## config.mk

```make
export PLATFORM = sky130hd
export DESIGN_NAME = line_follow_pd_drive_top_flat
export DESIGN_NICKNAME = d
export VERILOG_FILES = /design/src/rtl/core/lfpd_pkg.sv /design/src/rtl/core/lfpd_ifs.sv /design/src/rtl/core/line_follow_pd_drive_top.sv /design/src/rtl/core/lfpd_cfg_regs.sv /design/src/flat_wrapper.sv
export SDC_FILE = /design/constraint.sdc
export NUM_CORES = 1
export LEC_CHECK = 0
export BUFFER_PORTS_ARGS = -buffer_cell sky130_fd_sc_hd__buf_2
export CORE_AREA = 4 4 174 176
export DETAILED_ROUTE_END_ITERATION = 12
export DIE_AREA = 0 0 178 180
export HOLD_SLACK_MARGIN = 0.03
export SYNTH_ARGS = -nofsm -noshare
export SYNTH_HDL_FRONTEND = slang
export SYNTH_SLANG_ARGS = --single-unit
```

## constraint.sdc

```tcl
create_clock -name clk -period 9.2 [get_ports clk]
set_input_delay 0.92 -clock clk [delete_from_list [all_inputs] [get_ports clk]]
set_output_delay 0.92 -clock clk [all_outputs]
set_load 0.1 [all_outputs]
```

## src/rtl/core/lfpd_pkg.sv

```systemverilog
// Shared types, constants and functions for the line-follow PD drive block.
package lfpd_pkg;

  localparam int unsigned ADDR_W = 5;
  localparam int unsigned DATA_W = 32;

  localparam logic [2:0] REG_GAIN_ERROR      = 3'd0;
  localparam logic [2:0] REG_GAIN_RATE_FAST  = 3'd1;
  localparam logic [2:0] REG_GAIN_RATE_SLOW  = 3'd2;
  localparam logic [2:0] REG_SPEED_THRESHOLD = 3'd3;
  localparam logic [2:0] REG_DRIVE_LIMIT     = 3'd4;

  localparam logic [7:0] RST_GAIN_ERROR      = 8'd20;
  localparam logic [7:0] RST_GAIN_RATE_FAST  = 8'd150;
  localparam logic [7:0] RST_GAIN_RATE_SLOW  = 8'd120;
  localparam logic [8:0] RST_SPEED_THRESHOLD = 9'd300;
  localparam logic [8:0] RST_DRIVE_LIMIT     = 9'd400;

  typedef logic [7:0]        code_t;
  typedef logic [7:0]        sense_t;
  typedef logic [8:0]        speed_t;
  typedef logic signed [9:0] drive_t;
  typedef logic signed [3:0] perr_t;

  typedef struct packed {
    logic [7:0] gain_error;
    logic [7:0] gain_rate_fast;
    logic [7:0] gain_rate_slow;
    logic [8:0] speed_threshold;
    logic [8:0] drive_limit;
  } cfg_t;

  typedef struct packed {
    logic  hit;
    perr_t err;
  } dec_t;

  function automatic dec_t decode_pattern(input sense_t bits);
    dec_t d;
    d.hit = 1'b1;
    d.err = 4'sd0;
    case (bits)
      8'h7F: d.err = -4'sd7;
      8'h3F: d.err = -4'sd6;
      8'hBF: d.err = -4'sd5;
      8'h9F: d.err = -4'sd4;
      8'hDF: d.err = -4'sd3;
      8'hCF: d.err = -4'sd2;
      8'hEF: d.err = -4'sd1;
      8'hE7: d.err = 4'sd0;
      8'hF7: d.err = 4'sd1;
      8'hF3: d.err = 4'sd2;
      8'hFB: d.err = 4'sd3;
      8'hF9: d.err = 4'sd4;
      8'hFD: d.err = 4'sd5;
      8'hFC: d.err = 4'sd6;
      8'hFE: d.err = 4'sd7;
      default: d.hit = 1'b0;
    endcase
    return d;
  endfunction

  function automatic drive_t clamp_drive(input logic signed [15:0] v,
                                         input logic [8:0] lim);
    logic signed [15:0] hi;
    logic signed [15:0] lo;
    hi = $signed({7'd0, lim});
    lo = -hi;
    if (v > hi) begin
      return drive_t'(hi);
    end else if (v < lo) begin
      return drive_t'(lo);
    end
    return drive_t'(v);
  endfunction

endpackage

```

## src/rtl/core/lfpd_ifs.sv

```systemverilog
// Valid/ready channel interfaces for sensor requests and drive results.
interface lfpd_in_if;
  logic              valid;
  logic              ready;
  lfpd_pkg::code_t   echo_code;
  lfpd_pkg::sense_t  sensor_bits;
  lfpd_pkg::code_t   line_color;
  lfpd_pkg::speed_t  top_speed;

  modport source (output valid, output echo_code, output sensor_bits,
                  output line_color, output top_speed, input ready);
  modport sink (input valid, input echo_code, input sensor_bits,
                input line_color, input top_speed, output ready);
endinterface

interface lfpd_out_if;
  logic              valid;
  logic              ready;
  lfpd_pkg::drive_t  left_drive;
  lfpd_pkg::drive_t  right_drive;
  lfpd_pkg::perr_t   position_error;

  modport source (output valid, output left_drive, output right_drive,
                  output position_error, input ready);
  modport sink (input valid, input left_drive, input right_drive,
                input position_error, output ready);
endinterface

```

## src/rtl/core/line_follow_pd_drive_top.sv

```systemverilog
// Top level of the PD line follower with differential drive outputs.
// The block takes one sensor request per clock cycle while the output is not
// stalled. A request is captured in an input register, and the pattern
// decode, the two gain multiplies, the sums and the clamps all happen in the
// single stage in front of the result register, which holds the drive result
// and feeds the drive outputs. A request whose echoed color code differs
// from the requested line color yields no result and
// leaves the stored previous error untouched. A request leaves the input
// register only when the result register is free or emptied in the same
// cycle; while a result waits to be taken, the input register can still take
// one more request and then holds it until the result is taken.
module line_follow_pd_drive_top (
  input  logic                        clk,
  input  logic                        rst_n,
  lfpd_in_if.sink                     in_ch,
  lfpd_out_if.source                  out_ch,
  input  logic                        cfg_psel,
  input  logic                        cfg_penable,
  input  logic                        cfg_pwrite,
  input  logic [lfpd_pkg::ADDR_W-1:0] cfg_paddr,
  input  logic [lfpd_pkg::DATA_W-1:0] cfg_pwdata,
  output logic [lfpd_pkg::DATA_W-1:0] cfg_prdata,
  output logic                        cfg_pready
);

  lfpd_pkg::cfg_t cfg;

  lfpd_cfg_regs u_cfg (
    .clk     (clk),
    .rst_n   (rst_n),
    .psel    (cfg_psel),
    .penable (cfg_penable),
    .pwrite  (cfg_pwrite),
    .paddr   (cfg_paddr),
    .pwdata  (cfg_pwdata),
    .prdata  (cfg_prdata),
    .pready  (cfg_pready),
    .cfg     (cfg)
  );

  logic              s1_valid_r;
  logic              s1_match_r;
  lfpd_pkg::sense_t  s1_bits_r;
  lfpd_pkg::speed_t  s1_speed_r;

  logic              out_valid_r;
  lfpd_pkg::drive_t  out_left_r;
  lfpd_pkg::drive_t  out_right_r;
  lfpd_pkg::perr_t   out_err_r;
  lfpd_pkg::perr_t   prev_err_r;

  logic              s2_ready;
  logic              s1_ready;
  logic              s1_fire;
  logic              load_out;
  logic              out_valid_nxt;
  lfpd_pkg::dec_t    dec;
  lfpd_pkg::perr_t   err;
  logic signed [4:0]  diff;
  logic [7:0]         kd;
  logic signed [12:0] p_term;
  logic signed [13:0] d_term;
  logic signed [14:0] u;
  logic signed [15:0] speed_s;
  logic signed [15:0] left_sum;
  logic signed [15:0] right_sum;

  assign s2_ready     = !out_valid_r || out_ch.ready;
  assign s1_ready     = !s1_valid_r || s2_ready;
  assign in_ch.ready  = s1_ready;
  assign s1_fire      = s1_valid_r && s2_ready;
  assign load_out     = s1_fire && s1_match_r;

  assign dec    = lfpd_pkg::decode_pattern(s1_bits_r);
  assign err    = dec.hit ? dec.err : prev_err_r;
  assign diff   = {err[3], err} - {prev_err_r[3], prev_err_r};
  assign kd     = (s1_speed_r >= cfg.speed_threshold) ? cfg.gain_rate_fast
                                                      : cfg.gain_rate_slow;
  assign p_term = $signed({1'b0, cfg.gain_error}) * err;
  assign d_term = $signed({1'b0, kd}) * diff;
  assign u      = 15'(p_term) + 15'(d_term);
  assign speed_s   = $signed({7'd0, s1_speed_r});
  assign left_sum  = speed_s + 16'(u);
  assign right_sum = speed_s - 16'(u);

  always_comb begin
    out_valid_nxt = out_valid_r;
    if (load_out) begin
      out_valid_nxt = 1'b1;
    end else if (out_ch.ready) begin
      out_valid_nxt = 1'b0;
    end
  end

  always_ff @(posedge clk) begin
    if (!rst_n) begin
      s1_valid_r  <= 1'b0;
      out_valid_r <= 1'b0;
      prev_err_r  <= '0;
    end else begin
      if (s1_ready) begin
        s1_valid_r <= in_ch.valid;
      end
      out_valid_r <= out_valid_nxt;
      if (load_out) begin
        prev_err_r <= err;
      end
    end
  end

  always_ff @(posedge clk) begin
    if (in_ch.valid && s1_ready) begin
      s1_match_r <= (in_ch.echo_code == in_ch.line_color);
      s1_bits_r  <= in_ch.sensor_bits;
      s1_speed_r <= in_ch.top_speed;
    end
    if (load_out) begin
      out_left_r  <= lfpd_pkg::clamp_drive(left_sum, cfg.drive_limit);
      out_right_r <= lfpd_pkg::clamp_drive(right_sum, cfg.drive_limit);
      out_err_r   <= err;
    end
  end

  assign out_ch.valid          = out_valid_r;
  assign out_ch.left_drive     = out_left_r;
  assign out_ch.right_drive    = out_right_r;
  assign out_ch.position_error = out_err_r;

`ifndef NO_ASSERTIONS
  // An empty result register must never hold back new requests.
  a_ready_when_empty: assert property (@(posedge clk) disable iff (!rst_n)
    !out_valid_r |-> in_ch.ready)
    else $error("input stalled while result register is empty");

  // A dropped request must leave the stored error alone.
  a_drop_keeps_err: assert property (@(posedge clk) disable iff (!rst_n)
    (s1_fire && !s1_match_r) |=> $stable(prev_err_r))
    else $error("color mismatch changed previous error");

  // A matching request always lands in the result register.
  a_match_loads: assert property (@(posedge clk) disable iff (!rst_n)
    load_out |=> out_valid_r)
    else $error("matching request produced no result");

  // The reported error is the one carried forward to the next request.
  a_err_tracks: assert property (@(posedge clk) disable iff (!rst_n)
    load_out |=> (out_err_r == prev_err_r))
    else $error("reported error differs from stored error");

  // Position error stays within the decoded range.
  a_err_range: assert property (@(posedge clk) disable iff (!rst_n)
    out_valid_r |-> (out_err_r != -4'sd8))
    else $error("position error out of range");
`endif

endmodule

```

## src/rtl/core/lfpd_cfg_regs.sv

```systemverilog
// APB-style configuration register file for the gains, threshold and limit.
module lfpd_cfg_regs (
  input  logic                        clk,
  input  logic                        rst_n,
  input  logic                        psel,
  input  logic                        penable,
  input  logic                        pwrite,
  input  logic [lfpd_pkg::ADDR_W-1:0] paddr,
  input  logic [lfpd_pkg::DATA_W-1:0] pwdata,
  output logic [lfpd_pkg::DATA_W-1:0] prdata,
  output logic                        pready,
  output lfpd_pkg::cfg_t              cfg
);

  lfpd_pkg::cfg_t cfg_r;
  logic [2:0]     idx;
  logic           wr_en;

  assign idx    = paddr[lfpd_pkg::ADDR_W-1:2];
  assign wr_en  = psel && penable && pwrite;
  assign pready = 1'b1;
  assign cfg    = cfg_r;

  always_ff @(posedge clk) begin
    if (!rst_n) begin
      cfg_r.gain_error      <= lfpd_pkg::RST_GAIN_ERROR;
      cfg_r.gain_rate_fast  <= lfpd_pkg::RST_GAIN_RATE_FAST;
      cfg_r.gain_rate_slow  <= lfpd_pkg::RST_GAIN_RATE_SLOW;
      cfg_r.speed_threshold <= lfpd_pkg::RST_SPEED_THRESHOLD;
      cfg_r.drive_limit     <= lfpd_pkg::RST_DRIVE_LIMIT;
    end else if (wr_en) begin
      case (idx)
        lfpd_pkg::REG_GAIN_ERROR:      cfg_r.gain_error      <= pwdata[7:0];
        lfpd_pkg::REG_GAIN_RATE_FAST:  cfg_r.gain_rate_fast  <= pwdata[7:0];
        lfpd_pkg::REG_GAIN_RATE_SLOW:  cfg_r.gain_rate_slow  <= pwdata[7:0];
        lfpd_pkg::REG_SPEED_THRESHOLD: cfg_r.speed_threshold <= pwdata[8:0];
        lfpd_pkg::REG_DRIVE_LIMIT:     cfg_r.drive_limit     <= pwdata[8:0];
        default: ;
      endcase
    end
  end

  always_comb begin
    case (idx)
      lfpd_pkg::REG_GAIN_ERROR:      prdata = 32'(cfg_r.gain_error);
      lfpd_pkg::REG_GAIN_RATE_FAST:  prdata = 32'(cfg_r.gain_rate_fast);
      lfpd_pkg::REG_GAIN_RATE_SLOW:  prdata = 32'(cfg_r.gain_rate_slow);
      lfpd_pkg::REG_SPEED_THRESHOLD: prdata = 32'(cfg_r.speed_threshold);
      lfpd_pkg::REG_DRIVE_LIMIT:     prdata = 32'(cfg_r.drive_limit);
      default:                       prdata = '0;
    endcase
  end

endmodule
```

## src/flat_wrapper.sv

```systemverilog
// flat-port wrapper written by rule: the top's interface ports become plain ports
module line_follow_pd_drive_top_flat 
  (clk, rst_n, cfg_psel, cfg_penable, cfg_pwrite, cfg_paddr, cfg_pwdata, cfg_prdata, cfg_pready, in_ch_valid, in_ch_echo_code, in_ch_sensor_bits, in_ch_line_color, in_ch_top_speed, in_ch_ready, out_ch_valid, out_ch_left_drive, out_ch_right_drive, out_ch_position_error, out_ch_ready);
  lfpd_in_if in_ch_i ();
  lfpd_out_if out_ch_i ();
  input  logic clk;
  input  logic rst_n;
  input  logic cfg_psel;
  input  logic cfg_penable;
  input  logic cfg_pwrite;
  input  logic [lfpd_pkg::ADDR_W-1:0] cfg_paddr;
  input  logic [lfpd_pkg::DATA_W-1:0] cfg_pwdata;
  output logic [lfpd_pkg::DATA_W-1:0] cfg_prdata;
  output logic cfg_pready;
  input wire logic [$bits(in_ch_i.valid)-1:0] in_ch_valid;
  input wire logic [$bits(in_ch_i.echo_code)-1:0] in_ch_echo_code;
  input wire logic [$bits(in_ch_i.sensor_bits)-1:0] in_ch_sensor_bits;
  input wire logic [$bits(in_ch_i.line_color)-1:0] in_ch_line_color;
  input wire logic [$bits(in_ch_i.top_speed)-1:0] in_ch_top_speed;
  output wire logic [$bits(in_ch_i.ready)-1:0] in_ch_ready;
  output wire logic [$bits(out_ch_i.valid)-1:0] out_ch_valid;
  output wire logic [$bits(out_ch_i.left_drive)-1:0] out_ch_left_drive;
  output wire logic [$bits(out_ch_i.right_drive)-1:0] out_ch_right_drive;
  output wire logic [$bits(out_ch_i.position_error)-1:0] out_ch_position_error;
  input wire logic [$bits(out_ch_i.ready)-1:0] out_ch_ready;
  assign in_ch_i.valid = in_ch_valid;
  assign in_ch_i.echo_code = in_ch_echo_code;
  assign in_ch_i.sensor_bits = in_ch_sensor_bits;
  assign in_ch_i.line_color = in_ch_line_color;
  assign in_ch_i.top_speed = in_ch_top_speed;
  assign in_ch_ready = in_ch_i.ready;
  assign out_ch_valid = out_ch_i.valid;
  assign out_ch_left_drive = out_ch_i.left_drive;
  assign out_ch_right_drive = out_ch_i.right_drive;
  assign out_ch_position_error = out_ch_i.position_error;
  assign out_ch_i.ready = out_ch_ready;
  line_follow_pd_drive_top u_core (.clk(clk), .rst_n(rst_n), .in_ch(in_ch_i), .out_ch(out_ch_i), .cfg_psel(cfg_psel), .cfg_penable(cfg_penable), .cfg_pwrite(cfg_pwrite), .cfg_paddr(cfg_paddr), .cfg_pwdata(cfg_pwdata), .cfg_prdata(cfg_prdata), .cfg_pready(cfg_pready));
endmodule
```

After elaboration in Yosys (flattened, before gate mapping)

Cells that the tools add are included.

Bits in registers: 90
Bits of input ports: 77
Output and inout bits: 59
Word-level logic and storage cells: 82

$add $sub $neg: 5
Multiply operators: 2
Order comparisons: 5
Equal/unequal tests: 20
Mux-type cells: 19
Reduce and logical (&&, ||, !) cells: 17

Operators with widths:

| cell                 | number |
|---|---|
| $eq A8 B8 Y1 const B | 13 |
| $mux W10             | 6 |
| $pmux W4 S14         | 1 |
| $pmux W9 S5          | 1 |
| $gt A16 B10 Y1       | 2 |
| $lt A16 B16 Y1       | 2 |
| $add A10 B15 Y16     | 1 |
| $neg A9 Y16          | 1 |
| $sub A10 B15 Y16     | 1 |
| $add A13 B14 Y15     | 1 |
| $reduce_or A15 Y1    | 1 |
| $mul A9 B5 Y14       | 1 |
| $mul A9 B4 Y13       | 1 |
| $reduce_and A2 Y1    | 5 |
| $ge A9 B9 Y1         | 1 |
| $mux W1              | 9 |
| $eq A8 B6 Y1 const B | 1 |
| $eq A8 B7 Y1 const B | 1 |
| $eq A8 B8 Y1         | 1 |
| $mux W8              | 1 |
| $eq A3 B2 Y1 const B | 2 |
| $logic_and A1 B1 Y1  | 5 |
| $sub A4 B4 Y5        | 1 |
| $mux W4              | 1 |
| other kinds (6)      | 8 |

Depth between registers and ports, before layout

Word-level depth: 13
Depth in mapped cells: 48

Cells and area by module

From an unflattened synthesis, not the netlist that was laid out.

Cells, all modules: 1125
Area total of the unflattened synthesis: 9918.3 sq um

Modules (own cells, without submodules):

| module                   | times used | cells an instance | area each (sq um) |
|---|---|---|---|
| line_follow_pd_drive_top | 1          | 882               | 7744.9 |
| lfpd_cfg_regs            | 1          | 243               | 2173.3 |

Worst setup path before layout

Ideal clock, no wire load.

Path type: register to register
Start point: register u_core.s1_bits_r[6]
End point: register u_core.out_right_r[2], in the netlist u_core.out_ch.right_drive[2], data pin
Setup time: 0.259 ns
Arrival time: 9.928 ns
Required time: 8.941 ns
Path slack: -0.986 ns
Cell stages (with the launch flop): 43
Buffers on the path: 2
Cells stage by stage: edfxtp_1 clkbuf_1 o21ai_0 o22ai_1 a21oi_1 nor2b_1 nor2_1 nand2_1 o221ai_1 clkbuf_1 inv_1 ha_1 fa_1 nor2b_1 nor3_1 mux2i_1 nand3b_1 fa_1 [7 not listed] ha_1 a21oi_2 o211ai_4 or2_2 xor2_1 inv_1 ha_1 or3_2 o211ai_1 nor3_4 and3_4 or2_2 ha_1 a2111oi_0 a31oi_1 maj3_2 mux2_2 a211o_1

Word-level cells in the longest chain between the ends: 13
Elaborated cells between the ends (all ways): 31

RTL lines:

| what                                       | line                            | RTL |
|---|---|---|
| from (decl)                                | line_follow_pd_drive_top.sv:43  | `lfpd_pkg::sense_t s1_bits_r;` |
| from (signal assigned)                     | line_follow_pd_drive_top.sv:114 | `s1_bits_r <= in_ch.sensor_bits;` |
| $eq A8 B7 Y1, or another cell as far along | lfpd_pkg.sv:42                  | `case (bits)` |
| $reduce_or A15 Y1 (no source line)         | n/a                             |  |
| $mux W1                                    | lfpd_pkg.sv:42                  |  |
| $mux W4 *                                  | line_follow_pd_drive_top.sv:75  | `assign err = dec.hit ? dec.err : prev_err_r;` |
| named net u_core.err[0]                    | line_follow_pd_drive_top.sv:58  | `lfpd_pkg::perr_t err;` |
| $sub A4 B4 Y5                              | line_follow_pd_drive_top.sv:76  | `assign diff = {err[3], err} - {prev_err_r[3], prev_err_r};` |
| $mul A9 B5 Y14                             | line_follow_pd_drive_top.sv:80  | `assign d_term = $signed({1'b0, kd}) * diff;` |
| $add A13 B14 Y15 *                         | line_follow_pd_drive_top.sv:81  | `assign u = 15'(p_term) + 15'(d_term);` |
| $sub A10 B15 Y16 *                         | line_follow_pd_drive_top.sv:84  | `assign right_sum = speed_s - 16'(u);` |
| $lt A16 B16 Y1                             | lfpd_pkg.sv:71                  | `end else if (v < lo) begin` |
| $mux W1                                    | lfpd_pkg.sv:71                  |  |
| $mux W1                                    | lfpd_pkg.sv:69                  | `if (v > hi) begin` |
| $mux W1                                    | line_follow_pd_drive_top.sv:117 | `if (load_out) begin` |
| $mux W10 *                                 | lfpd_pkg.sv:74                  | `return drive_t'(v);` |
| to (signal assigned)                       | line_follow_pd_drive_top.sv:119 | `out_right_r <= lfpd_pkg::clamp_drive(right_sum, cfg.drive_limit);` |
| to (decl)                                  | line_follow_pd_drive_top.sv:48  | `lfpd_pkg::drive_t out_right_r;` |

Mark *: on every way through the listed nets, which the timed path passes. The rest lies on a longest branch. The select of a mux whose other input is x is not followed.
A chain may end at the register's enable or synchronous reset.

Final worst setup path

Start point: register u_core.s1_bits_r[0]
End point: register u_core.out_right_r[2], in the netlist u_core.out_ch.right_drive[2], data pin

Word-level cells in the longest chain between the ends: 13
Elaborated cells between the ends (all ways): 31

RTL lines:

| what                                       | line |
|---|---|
| $eq A8 B7 Y1, or another cell as far along | lfpd_pkg.sv:42 |
| $reduce_or A15 Y1 (no source line)         | n/a |
| $mux W1                                    | lfpd_pkg.sv:42 |
| $mux W4 *                                  | line_follow_pd_drive_top.sv:75 |
| $sub A4 B4 Y5                              | line_follow_pd_drive_top.sv:76 |
| $mul A9 B5 Y14                             | line_follow_pd_drive_top.sv:80 |
| $add A13 B14 Y15 *                         | line_follow_pd_drive_top.sv:81 |
| $sub A10 B15 Y16 *                         | line_follow_pd_drive_top.sv:84 |
| $lt A16 B16 Y1                             | lfpd_pkg.sv:71 |
| $mux W1                                    | lfpd_pkg.sv:71 |
| $mux W1                                    | lfpd_pkg.sv:69 |
| $mux W1                                    | line_follow_pd_drive_top.sv:117 |
| $mux W10 *                                 | lfpd_pkg.sv:74 |

Mark *: on every way between the ends. The rest lies on a longest branch, timed or not. The select of a mux whose other input is x is not followed.

==> impl_metrics.yaml <==
route:
  drt_first_iter_violations: 382
  routedWlPerCell_um: 15.8
  viasPerCell: 5.00
  drtPass1Iterations: 7
  drc: 0
  detail-route-antenna-nets: 0
  drt_wl_total_um: 26600
  num_vias: 8436
sta:
  hold_slack_ns: 0.514
  relSlewSlack: 0.243
  layout_setup_ws_ns: -0.134
  fin_skew_ns: 0.00670
  finalHoldViolations: 0
  worstMarginPinSlew_ns: 1.13
  fmax_mhz: 107
  drv_slew: 0
  tns_ns: -0.410
  finalSetupViolations: 6
  period_share: 1.01
  rsz0062_at_grt: "true"
  layout_min_cycle_time_ns: 9.33
clock_tree:
  clock_latency_ns: 0.35
  numCtsBuffers: 9
  clk_pin_slew_ns: 0.07
  clock-sinks: 90
  cts_tree: "done"
  htree_levels: 3
  cts_root_buffer: "clkbuf_16"
  clockBufferDepth: 2
  hold_buffers: 0
layout:
  finalNetCount: 1551
  syn2layout_area_growth_pct: 25.1
  fin_cells: 1687
  drive_gt1_frac: 0.274
  antenna_cells: 0
floorplan:
  core_um2: 28600
  die_w_um: 178
  fp-row-count: 62
  die_height_um: 180
  die-area_um2: 32000
  initial_utilization: 0.348
  ios: 136
run_status:
  status: "finished, violations left"
  violations: "negative setup slack"
worst_setup_path:
  crit_top_cell: "fa_1"
  critPathBufInv: 7
  crit_family: "adder cells"
  crit_required_ns: 9.31
  critPathSlowestCell: "fa_1"
  critPathMaxStageDelay_ns: 0.51
  startpoint_type: "flop"
  end_kind: "flop"
  critPathMaxFanout: 5
  worst-setup-path-type: "flop to flop"
  arrival_ns: 9.44
yosys:
  synth_edf_count: 42
  ys_warn_count: 0
  synthTopCellsByCount: "122 x ha_1, 122 x inv_1, 92 x nand2_1"
  synthTopCellsByArea: "ha_1 15%, edfxtp_1 13%, fa_1 11%, dfxtp_1 9.7%, mux2i_1 4.6%"
  syn-cell-area_um2: 9960
  yosys.area.top_type: "ha_1"
  synth-seq-cells: 90
  syn_avg_cell_area_um2: 8.99
  ys_types: 86
  synth_top_flop_cell: "dfxtp_1"
  syn-instance-count: 1108
  ys_seq_area_frac: 0.223
  yosysTopAreaCellShare: 0.153
  async_reset_ff_frac: 0
placed_design:
  port_buffers: 86
  place_congestion: 0.921
  post-place-ws_ns: -0.349
  hpwl_um: 21700
  placedCellCount: 1654
pwr:
  p_sw_frac: 0.458
  p_leak_uw: 0.00565
  pwr-share-seq: 0.109
  powerDensity_nw_per_um2: 351
  p_int_uw: 2370
  power.net_switching_uw: 2000
  power.share.clock: 0.082
  worst_ir_drop_vdd_mv: 0.213
  pwr-share-comb: 0.809
run:
  max_cap_viol_count: 0
grt:
  grt_pass1_wl_um: 43100
  globalRoute.totalOverflow: 0
  antenna_found_initial: 0
  grt.total_usage: 0.166
  grt_max_degree: 49
  grt_pass1_vias: 8444
hold_path:
  hold_path.class: "flop to flop"
-- cells by family after synthesis --
| group | Yosys count | share of synthesized area |
|---|---|---|
| other cells | 2 | 0.000754 |
| flops | 90 | 0.223 |
| compound gates | 234 | 0.163 |
| fa+ha+maj | 177 | 0.263 |
| simple gates | 302 | 0.156 |
| xor+xnor | 53 | 0.0481 |
| mux | 59 | 0.0609 |
| buf+inv | 191 | 0.0842 |
-- repair_timing --
action | 4_1_cts | 5_1_grt
setup buffers | 11 | 7
resized for setup | 35 | 37
pin swaps | 44 | 17
setup endpoints to repair | 19 | 20
-- worst reg2reg max path, delay by kind of cell, from the launching register on --
family                   cells  cell delay (ns)
AO/OA/AOI/OAI               11             1.85
XOR/XNOR                     2             0.36
adder cells (fa/ha/maj)     11             3.98
buffers and inverters        7             0.68
flip-flops                   1             0.47
multiplexers                 3             0.69
AND/OR/NAND/NOR              8             1.06
-- through the flow --
step	instance area (um^2)	total power [uW]	util
after global placement	11700	3560	0.408
after CTS	12200	4190	0.428
final	12500	4370	0.435
after floorplan	10200	2640	-
after global routing	12500	4750	0.435
after detailed placement	11700	3620	0.408
-- path summary, 6_finish.rpt --
| check | startpoint | endpoint | slack, ns | cells past startpoint |
|---|---|---|---|---|
| setup / recovery | u_core.s1_bits_r[0] | u_core.out_ch.right_drive[2] | -0.13 | 42 |
| hold / removal | u_core.u_cfg.cfg[13] | u_core.u_cfg.cfg[13] | 0.51 | 2 |
| setup reg to reg | u_core.s1_bits_r[0] | u_core.out_ch.right_drive[2] | -0.13 | 42 |
| hold reg to reg | u_core.u_cfg.cfg[13] | u_core.u_cfg.cfg[13] | 0.51 | 2 |
-- layout by cell type, fill, tap and decap left out, types with 7 or more instances in the layout --
master | synthesis | layout
o21a_1 | 11 | 10
fa_1 | 54 | 52
and2_1 | 7 | 7
nand2_1 | 92 | 92
a22oi_1 | 17 | 17
xnor2_1 | 38 | 34
ha_4 | 0 | 13
nor2_1 | 56 | 52
xor2_1 | 13 | 9
edfxtp_1 | 42 | 42
nor2b_1 | 36 | 34
a21oi_2 | 1 | 11
mux2_2 | 13 | 12
conb_1 | 2 | 24
dfxtp_1 | 48 | 48
buf_4 | 25 | 130
o211ai_1 | 9 | 9
mux2i_1 | 46 | 40
inv_1 | 122 | 119
a21oi_1 | 68 | 57
buf_6 | 3 | 8
nand4_1 | 11 | 11
ha_1 | 122 | 105
o21ai_1 | 3 | 10
clkbuf_16 | 0 | 9
nand2b_1 | 8 | 7
o22ai_1 | 10 | 10
nor3_1 | 14 | 13
nand3_1 | 27 | 27
buf_2 | 4 | 86
o21ai_0 | 28 | 19
a21o_1 | 16 | 16
a21boi_0 | 12 | 12
-- state kept, by name, indices dropped and copies added, names as in the netlist --
| name | cells |
|---|---|
| u_core.s1_valid_r | 1 |
| u_core.out_ch.left_drive | 10 |
| u_core.out_ch.right_drive | 10 |
| u_core.u_cfg.cfg | 42 |
| u_core.prev_err_r | 4 |
| u_core.s1_speed_r | 9 |
| u_core.s1_match_r | 1 |
| u_core.s1_bits_r | 8 |
| u_core.out_ch.valid | 1 |
| u_core.out_ch.position_error | 4 |
-- area by class of cell --
class / instances / area, um^2
inverter: 122 / 458
sequential: 90 / 2220
tap: 384 / 480
timing repair buffer: 226 / 1530
clock buffer: 12 / 246
fill: 2778 / 16200
multi-input combinational: 849 / 7480
clock inverter: 4 / 35.0
-- power by group through the flow --
stage / Clock, uW / Sequential, uW / Combinational (uW)
2_1_floorplan: 0 / 548 / 2090
6_report: 360 / 475 / 3540
5_1_grt: 386 / 477 / 3890
3_5_place_dp: 0 / 484 / 3130
4_1_cts: 370 / 476 / 3350
3_3_place_gp: 0 / 484 / 3080
-- layer usage --
layer | vias to the layer above | track usage | share of wire
met5 | - | 0 | 0
met4 | 0 | 0.0464 | 0.022
met3 | 38 | 0.0206 | 0.037
met2 | 195 | 0.284 | 0.48
met1 | 4001 | 0.221 | 0.46
li1 | 4202 | - | -
Power figures use the tool's default switching activity.
